--- src/rtl/core/rrq_pkg.sv ---
// ----------------------------------------------------------------------------
// rrq_pkg
// shared sizes, opcodes and entry layout of the signal strength ring queue
// ----------------------------------------------------------------------------
package rrq_pkg;

    localparam int QUEUE_DEPTH = 64;
    localparam int BATCH_MAX   = 8;

    localparam int IDX_W  = (QUEUE_DEPTH > 1) ? $clog2(QUEUE_DEPTH) : 1;
    localparam int CNT_W  = $clog2(BATCH_MAX + 1);
    localparam int SPAN_W = (IDX_W + 1 > CNT_W) ? IDX_W + 1 : CNT_W;
    localparam int OP_W   = 2;

    localparam logic [OP_W-1:0] OP_ADD   = 2'd0;
    localparam logic [OP_W-1:0] OP_DRAIN = 2'd1;
    localparam logic [OP_W-1:0] OP_CLEAR = 2'd2;

    typedef logic [IDX_W-1:0] idx_t;
    typedef logic [CNT_W-1:0] cnt_t;

    // rssi in the low byte, angle in the high byte
    typedef struct packed {
        logic [7:0]        aoa;
        logic signed [7:0] rssi;
    } entry_t;

    typedef struct packed {
        logic   en;
        idx_t   addr;
        entry_t data;
    } ram_wr_t;

    typedef struct packed {
        logic en;
        idx_t addr;
    } ram_rd_t;

    typedef enum logic {
        ST_IDLE,
        ST_DRAIN
    } state_t;

endpackage

--- src/rtl/core/rrq_in_if.sv ---
// ----------------------------------------------------------------------------
// rrq_in_if
// command channel: opcode plus sample fields, valid/ready transfer
// ----------------------------------------------------------------------------
interface rrq_in_if import rrq_pkg::*; ();

    logic              valid;
    logic              ready;
    logic [OP_W-1:0]   opcode;
    logic signed [7:0] rssi;
    logic [7:0]        aoa;

    modport source (output valid, output opcode, output rssi, output aoa, input ready);
    modport sink   (input valid, input opcode, input rssi, input aoa, output ready);

endinterface

--- src/rtl/core/rrq_out_if.sv ---
// ----------------------------------------------------------------------------
// rrq_out_if
// result channel: drained entry with batch end and empty markers
// ----------------------------------------------------------------------------
interface rrq_out_if;

    logic              valid;
    logic              ready;
    logic signed [7:0] out_rssi;
    logic [7:0]        out_aoa;
    logic              last;
    logic              queue_empty;

    modport source (output valid, output out_rssi, output out_aoa, output last,
                    output queue_empty, input ready);
    modport sink   (input valid, input out_rssi, input out_aoa, input last,
                    input queue_empty, output ready);

endinterface

--- src/rtl/core/rssi_ring_queue_batch_drain.sv ---
// ----------------------------------------------------------------------------
// rssi_ring_queue_batch_drain
// ring queue of signal strength samples with batched drain
// ----------------------------------------------------------------------------
// A new command is accepted every cycle while no drain is running. A drain of
// n entries (n up to BATCH_MAX and the stored count, cut at the end of the
// store) occupies the block for the command transfer, then one store read
// per cycle through the single read port, with reads held off while the
// result side stalls. An empty queue drain gives one empty marker. The
// result is held in the store's read register, so commands are taken while
// the final result of a drain still waits. The store holds at most
// QUEUE_DEPTH-1 samples and overwrites the oldest when full.
// ----------------------------------------------------------------------------
module rssi_ring_queue_batch_drain import rrq_pkg::*;
(
    input  logic clk,
    input  logic rst_n,
    rrq_in_if.sink    in_ch,
    rrq_out_if.source out_ch
);

    state_t state_reg, state_next;
    idx_t   rd_idx_reg, rd_idx_next;
    idx_t   wr_idx_reg, wr_idx_next;
    idx_t   drain_addr_reg, drain_addr_next;
    cnt_t   cnt_reg, cnt_next;
    logic   marker_reg, marker_next;
    logic   out_valid_reg, out_valid_next;
    logic   out_last_reg, out_last_next;
    logic   out_empty_reg, out_empty_next;

    logic    take;
    logic    slot_free;
    logic    issue;
    logic    drain_done;
    ram_wr_t ram_wr;
    ram_rd_t ram_rd;
    entry_t  rd_data;

    logic [SPAN_W-1:0] span_diff;
    logic [SPAN_W-1:0] span_dist;
    logic [SPAN_W-1:0] span_n;
    logic [SPAN_W-1:0] span_end;
    idx_t              wr_inc;
    idx_t              rd_inc;

    function automatic idx_t wrap_inc(input idx_t v);
        idx_t r;
        if (v == idx_t'(QUEUE_DEPTH - 1))
        begin
            r = '0;
        end
        else
        begin
            r = v + idx_t'(1);
        end
        return r;
    endfunction

    rrq_entry_ram u_ram
    (
        .clk     (clk),
        .wr      (ram_wr),
        .rd      (ram_rd),
        .rd_data (rd_data)
    );

    // batch size and read index after the batch
    always_comb
    begin
        span_diff = SPAN_W'(wr_idx_reg) - SPAN_W'(rd_idx_reg);
        span_dist = SPAN_W'(QUEUE_DEPTH) - SPAN_W'(rd_idx_reg);
        span_n    = SPAN_W'(BATCH_MAX);
        if (wr_idx_reg > rd_idx_reg && span_diff < SPAN_W'(BATCH_MAX))
        begin
            span_n = span_diff;
        end
        else if (wr_idx_reg < rd_idx_reg && span_dist < SPAN_W'(BATCH_MAX))
        begin
            span_n = span_dist;
        end
        span_end = SPAN_W'(rd_idx_reg) + span_n;
        wr_inc   = wrap_inc(wr_idx_reg);
        rd_inc   = wrap_inc(rd_idx_reg);
    end

    // fsm outputs
    always_comb
    begin
        slot_free  = !out_valid_reg || out_ch.ready;
        in_ch.ready = 1'b0;
        issue      = 1'b0;
        unique case (state_reg)
            ST_IDLE:
            begin
                in_ch.ready = 1'b1;
            end
            ST_DRAIN:
            begin
                issue = slot_free;
            end
            default:
            begin
                in_ch.ready = 1'b0;
            end
        endcase
        take       = in_ch.valid && in_ch.ready;
        drain_done = issue && (marker_reg || cnt_reg == cnt_t'(1));
    end

    // fsm next state
    always_comb
    begin
        state_next = state_reg;
        unique case (state_reg)
            ST_IDLE:
            begin
                if (take && in_ch.opcode == OP_DRAIN)
                begin
                    state_next = ST_DRAIN;
                end
            end
            ST_DRAIN:
            begin
                if (drain_done)
                begin
                    state_next = ST_IDLE;
                end
            end
            default:
            begin
                state_next = ST_IDLE;
            end
        endcase
    end

    // indices, store access and result register
    always_comb
    begin
        rd_idx_next     = rd_idx_reg;
        wr_idx_next     = wr_idx_reg;
        drain_addr_next = drain_addr_reg;
        cnt_next        = cnt_reg;
        marker_next     = marker_reg;
        out_valid_next  = out_valid_reg && !out_ch.ready;
        out_last_next   = out_last_reg;
        out_empty_next  = out_empty_reg;

        ram_wr.en        = 1'b0;
        ram_wr.addr      = wr_idx_reg;
        ram_wr.data.rssi = in_ch.rssi;
        ram_wr.data.aoa  = in_ch.aoa;
        ram_rd.en        = 1'b0;
        ram_rd.addr      = drain_addr_reg;

        if (take)
        begin
            priority case (in_ch.opcode)
                OP_ADD:
                begin
                    ram_wr.en   = 1'b1;
                    wr_idx_next = wr_inc;
                    // full: drop the oldest sample
                    if (wr_inc == rd_idx_reg)
                    begin
                        rd_idx_next = rd_inc;
                    end
                end
                OP_CLEAR:
                begin
                    rd_idx_next = '0;
                    wr_idx_next = '0;
                end
                OP_DRAIN:
                begin
                    drain_addr_next = rd_idx_reg;
                    cnt_next        = cnt_t'(span_n);
                    if (wr_idx_reg == rd_idx_reg)
                    begin
                        marker_next = 1'b1;
                        rd_idx_next = '0;
                        wr_idx_next = '0;
                    end
                    else
                    begin
                        marker_next = 1'b0;
                        if (span_end == SPAN_W'(QUEUE_DEPTH))
                        begin
                            rd_idx_next = '0;
                        end
                        else
                        begin
                            rd_idx_next = span_end[IDX_W-1:0];
                        end
                    end
                end
                default:
                begin
                    rd_idx_next = rd_idx_reg;
                end
            endcase
        end

        if (issue)
        begin
            out_valid_next = 1'b1;
            out_last_next  = drain_done;
            out_empty_next = marker_reg;
            if (!marker_reg)
            begin
                ram_rd.en       = 1'b1;
                drain_addr_next = drain_addr_reg + idx_t'(1);
                cnt_next        = cnt_reg - cnt_t'(1);
            end
            else
            begin
                marker_next = 1'b0;
            end
        end
    end

    always_ff @(posedge clk or negedge rst_n)
    begin
        if (!rst_n)
        begin
            state_reg      <= ST_IDLE;
            rd_idx_reg     <= '0;
            wr_idx_reg     <= '0;
            drain_addr_reg <= '0;
            cnt_reg        <= '0;
            marker_reg     <= 1'b0;
            out_valid_reg  <= 1'b0;
            out_last_reg   <= 1'b0;
            out_empty_reg  <= 1'b0;
        end
        else
        begin
            state_reg      <= state_next;
            rd_idx_reg     <= rd_idx_next;
            wr_idx_reg     <= wr_idx_next;
            drain_addr_reg <= drain_addr_next;
            cnt_reg        <= cnt_next;
            marker_reg     <= marker_next;
            out_valid_reg  <= out_valid_next;
            out_last_reg   <= out_last_next;
            out_empty_reg  <= out_empty_next;
        end
    end

    // empty marker carries zero data
    assign out_ch.valid       = out_valid_reg;
    assign out_ch.out_rssi    = out_empty_reg ? 8'sd0 : rd_data.rssi;
    assign out_ch.out_aoa     = out_empty_reg ? 8'd0 : rd_data.aoa;
    assign out_ch.last        = out_last_reg;
    assign out_ch.queue_empty = out_empty_reg;

endmodule

--- src/rtl/core/rrq_entry_ram.sv ---
// ----------------------------------------------------------------------------
// rrq_entry_ram
// sample store, one write and one registered read port
// ----------------------------------------------------------------------------
module rrq_entry_ram import rrq_pkg::*;
(
    input  logic    clk,
    input  ram_wr_t wr,
    input  ram_rd_t rd,
    output entry_t  rd_data
);

    entry_t mem [QUEUE_DEPTH];

    always_ff @(posedge clk)
    begin
        if (wr.en)
        begin
            mem[wr.addr] <= wr.data;
        end
    end

    // read data holds while no read is issued, so it doubles as output payload
    always_ff @(posedge clk)
    begin
        if (rd.en)
        begin
            rd_data <= mem[rd.addr];
        end
    end

endmodule

--- src/flat_wrapper.sv ---
// flat-port wrapper written by rule: the top's interface ports become plain ports
module rssi_ring_queue_batch_drain_flat import rrq_pkg::*;
  (clk, rst_n, in_ch_valid, in_ch_opcode, in_ch_rssi, in_ch_aoa, in_ch_ready, out_ch_valid, out_ch_out_rssi, out_ch_out_aoa, out_ch_last, out_ch_queue_empty, out_ch_ready);
  rrq_in_if in_ch_i ();
  rrq_out_if out_ch_i ();
  input  logic clk;
  input  logic rst_n;
  input wire logic [$bits(in_ch_i.valid)-1:0] in_ch_valid;
  input wire logic [$bits(in_ch_i.opcode)-1:0] in_ch_opcode;
  input wire logic [$bits(in_ch_i.rssi)-1:0] in_ch_rssi;
  input wire logic [$bits(in_ch_i.aoa)-1:0] in_ch_aoa;
  output wire logic [$bits(in_ch_i.ready)-1:0] in_ch_ready;
  output wire logic [$bits(out_ch_i.valid)-1:0] out_ch_valid;
  output wire logic [$bits(out_ch_i.out_rssi)-1:0] out_ch_out_rssi;
  output wire logic [$bits(out_ch_i.out_aoa)-1:0] out_ch_out_aoa;
  output wire logic [$bits(out_ch_i.last)-1:0] out_ch_last;
  output wire logic [$bits(out_ch_i.queue_empty)-1:0] out_ch_queue_empty;
  input wire logic [$bits(out_ch_i.ready)-1:0] out_ch_ready;
  assign in_ch_i.valid = in_ch_valid;
  assign in_ch_i.opcode = in_ch_opcode;
  assign in_ch_i.rssi = in_ch_rssi;
  assign in_ch_i.aoa = in_ch_aoa;
  assign in_ch_ready = in_ch_i.ready;
  assign out_ch_valid = out_ch_i.valid;
  assign out_ch_out_rssi = out_ch_i.out_rssi;
  assign out_ch_out_aoa = out_ch_i.out_aoa;
  assign out_ch_last = out_ch_i.last;
  assign out_ch_queue_empty = out_ch_i.queue_empty;
  assign out_ch_i.ready = out_ch_ready;
  rssi_ring_queue_batch_drain u_core (.clk(clk), .rst_n(rst_n), .in_ch(in_ch_i), .out_ch(out_ch_i));
endmodule
--- config.mk ---
export PLATFORM = sky130hd
export DESIGN_NAME = rssi_ring_queue_batch_drain_flat
export DESIGN_NICKNAME = d
export VERILOG_FILES = /design/src/rtl/core/rrq_pkg.sv /design/src/rtl/core/rrq_in_if.sv /design/src/rtl/core/rrq_out_if.sv /design/src/rtl/core/rssi_ring_queue_batch_drain.sv /design/src/rtl/core/rrq_entry_ram.sv /design/src/flat_wrapper.sv
export SDC_FILE = /design/constraint.sdc
export NUM_CORES = 1
export LEC_CHECK = 0
export ABC_AREA = 1
export BUFFER_PORTS_ARGS = -buffer_cell sky130_fd_sc_hd__buf_2
export CORE_MARGIN = 5
export CORE_UTILIZATION = 57
export CTS_CLUSTER_SIZE = 20
export DETAILED_ROUTE_END_ITERATION = 8
export GPL_ROUTABILITY_DRIVEN = 0
export PLACE_DENSITY = 0.76
export SLEW_MARGIN = 20
export SYNTH_ARGS = -nofsm -noshare
export SYNTH_HDL_FRONTEND = slang
export SYNTH_SLANG_ARGS = --single-unit
--- constraint.sdc ---
create_clock -name clk -period 3.1 [get_ports clk]
set_input_delay 0.155 -clock clk [delete_from_list [all_inputs] [get_ports clk]]
set_output_delay 0.155 -clock clk [all_outputs]
set_load 0.01 [all_outputs]
==> flow_summary.json <==
{
  "die_x_um": 287,
  "wl_met3_um": 12400,
  "instances_no_fill": 4862,
  "drt.antenna.violating_nets": 0,
  "place_hpwl_um": 66000,
  "synth_edf_count": 1040,
  "routedWlPerCell_um": 23.5,
  "num_rows": 101,
  "drv_slew": 0,
  "core_area_um2": 75900,
  "setup_viol": 0,
  "vdd_drop_max_uv": 962,
  "antenna_found_initial": 1,
  "antenna_cells": 0,
  "clkLatencyLatePin_ns": 0.68,
  "cts_tree": "yes",
  "p_leak_nw": 17.4,
  "nets": 3792,
  "vias": 29500,
  "drive_above_1_share_pct": 10.5,
  "postSynthCellCount": 3623,
  "grt_pass1_vias": 28500,
  "powerDensity_nw_per_um2": 909,
  "crit_fanout": 5,
  "yosys_register_bits": 1067,
  "cp.required_ns": 3.65,
  "crit_path_frequent_cell": "nand2_1",
  "path_clk_slew_ns": 0.06,
  "synth_top_area_share_pct": 71.5,
  "synth.largest_area_cell": "edfxtp_1",
  "synth_top_family_by_area": "simple AND/OR/NAND/NOR gates",
  "critPathSlowestCell": "fa_2",
  "synthMuxAreaShare_pct": 0.367,
  "vias_per_cell": 6.07,
  "cp_slowest_stage_delay_ns": 0.39,
  "avgSynthCellArea_um2": 12.1,
  "area_growth_syn_to_layout_pct": 12.6,
  "die_y_um": 287,
  "max_cap_viol_count": 0,
  "fin_worst_skew_ns": 0.0348,
  "grt_start_max_net_pins": 116,
  "overflow": 0,
  "status": "completed",
  "m1WireLength_um": 42700,
  "worstPathArrival_ns": 3.49,
  "synth-adder-area-share_pct": 0.693,
  "largest_register_ffs": 1024,
  "clockBufferDepth": 3,
  "io_buffer_count": 41,
  "critPathLaunchType": "flop",
  "finalCritPeriodShare_pct": 94.6,
  "ios": 42,
  "hold_viol_final": 0,
  "start_util_pct": 57.5,
  "slew_headroom_pct": 26.1,
  "synth_flop_cell": "edfxtp_1",
  "dp.cells": 4662,
  "tightest_slew_ns": 1.11,
  "yosysSeqAreaShare_pct": 73.0,
  "fin_setup_tns_ns": 0,
  "drt_pass1_iterations": 6,
  "worst_hold_slack_ns": 0.0314,
  "reg_top3": "u_core.u_ram.mem x1024, u_core.u_ram.rd_data x16",
  "hold_class": "input pin to flop",
  "clock.fmax_mhz": 341,
  "drtIter0Drc": 4141,
  "synth_area_um2": 43700,
  "clockRootBuffer": "clkbuf_16",
  "ys_types": 43,
  "crit_type": "flop to flop",
  "dieArea_um2": 82300,
  "cts_made_buffers": 103,
  "async_flop_share_pct": 2.53,
  "grt_pass1_wl_um": 172000,
  "yosys-top-cells-area": "edfxtp_1, nand2_1, nor2_1",
  "cp_cell_sequence": "clkinv_2, ha_4, inv_2, fa_2, nand2_2, nand3_2, nand3b_1, nand3_1, nor2_2, buf_6, nand3_1, nand2_1, ha_4, a21o_1, o21bai_1, xor2_1, nand2_1, nand2_1, nand3_1, nand2_1",
  "synthXorXnorAreaFrac_pct": 0.200,
  "wirelength_um": 114000,
  "highest_layer": "met5",
  "cp-end-kind": "flop",
  "yosysWarnings": 0,
  "nFillCells": 5364,
  "met2_wirelength_um": 54400,
  "synth-simple-area-share_pct": 13.7,
  "grt.total_usage_pct": 27.4,
  "synth_compound_area_share_pct": 8.71,
  "cts.sinks": 1067,
  "finalCriticalPeriod_ns": 2.93,
  "power_mw": 44.7,
  "h-tree-depth": 3,
  "drc_errors": 0,
  "regMostFlops": "u_core.u_ram.mem"
}
stage by stage:
step / setup WS [ns] / area [um2] / utilization, %
finish: 0.168 / 49200 / 64.8
global route: -0.0294 / 49200 / 64.8
CTS: 0.00326 / 49100 / 64.7
detailed placement: 0.0281 / 45700 / 60.2
global placement: 0.0453 / 45700 / 60.2
floorplan: 0.0356 / 43700 / -
report_power, final:
part / internal [mW] / switching (mW)
logic: 4.72 / 11.2
registers: 16.3 / 0.322
clock network: 6.91 / 5.27
total: 27.9 / 16.8
logic make-up (layout without fill, tap and decap cells):
group / count (synthesis) / after routing
AO/OA/AOI/OAI: 703 / 703
XOR/XNOR: 10 / 10
adder cells (fa/ha/maj): 23 / 23
buffers and inverters: 286 / 494
flip-flops: 1067 / 1067
multiplexers: 16 / 16
other: 1 / 2
AND/OR/NAND/NOR: 1517 / 1517
what timing repair did:
action / in CTS / in global routing
resized for setup: 0 / 17
hold buffers: 8 / 0
endpoints found under the hold margin: 89 / 0
setup endpoints to repair: 0 / 5
buffers inserted: 0 / 2
placed cells by master, fill, tap and decap left out, drive strengths merged:
master and n:
a21o 2, nor2 363, mux2i 16, o22ai 123, nand3 105, a31oi 3
xor2 7, dlygate4sd3 8, edfxtp 1040, a21oi 251, inv 76, nor3 80
a211oi 19, conb 2, buf 222, clkinvlp 1, ha 21, clkinv 53
nand2 954, o211ai 15, dfrtp 27, o21bai 1, or2 2, xnor2 3
a21boi 14, nand3b 1, bufinv 8, nand4 12, o21ai 275, fa 2
clkbuf 126
path summary, 6_finish.rpt:
check	start	to	slack [ns]	cells after the start
max in group asynchronous	rst_n	u_core.drain_addr_reg[0]	2.54	2
worst min register to register	u_core.out_ch.last	u_core.out_ch.last	0.51	1
min in group asynchronous	rst_n	u_core.marker_reg	0.04	2
worst min-delay path	in_ch_rssi[0]	u_core.u_ram.mem[30][0]	0.03	1
worst max register to register	u_core.wr_idx_reg[0]	u_core.rd_idx_reg[3]	0.17	20
worst max-delay path	u_core.wr_idx_reg[0]	u_core.rd_idx_reg[3]	0.17	20
critical path, delay by kind of cell, from the launching register on:
kind / cells / cell delay, ns
simple gates: 11 / 0.94
xor+xnor: 1 / 0.17
compound gates: 2 / 0.35
buf+inv: 3 / 0.25
flops: 1 / 0.38
fa+ha+maj: 3 / 0.73
area by class of cell:
| type | instances | area, um2 | share of cell area [%] |
|---|---|---|---|
| clock buffer | 126 | 2730 | 5.54 |
| clock inverter | 64 | 549 | 1.12 |
| inverter | 74 | 300 | 0.610 |
| multi-input combinational | 2271 | 10400 | 21.2 |
| sequential | 1067 | 31900 | 64.9 |
| tap | 1030 | 1290 | 2.62 |
| timing repair buffer | 230 | 1960 | 3.99 |
cell usage after synthesis, types with 2 or more instances:
cell type and n:
xnor2_1 3, nand2_4 2, buf_8 3, a31oi_1 3
edfxtp_1 1040, mux2i_1 16, ha_1 21, o211ai_1 15
nor2_1 361, buf_4 18, o21ai_0 245, clkinv_1 2
a21boi_1 3, buf_6 17, xor2_1 7, nand2_1 951
nor3_1 80, a21o_1 2, a21oi_1 251, dfrtp_1 27
inv_2 3, buf_2 94, buf_1 6, o21ai_1 30
clkbuf_1 74, o22ai_1 123, or2_2 2, a211oi_1 19
inv_1 67, a21boi_0 10, nand3_1 104, nand4_1 12
fa_1 2
layer usage:
| metal | global-route usage [%] | up-vias |
|---|---|---|
| met4 | 10.5 | 2 |
| met5 | 0 | - |
| met2 | 44.2 | 1813 |
| li1 | - | 13100 |
| met1 | 37.5 | 14300 |
| met3 | 5.54 | 287 |
(Power assumes the default switching activity.)
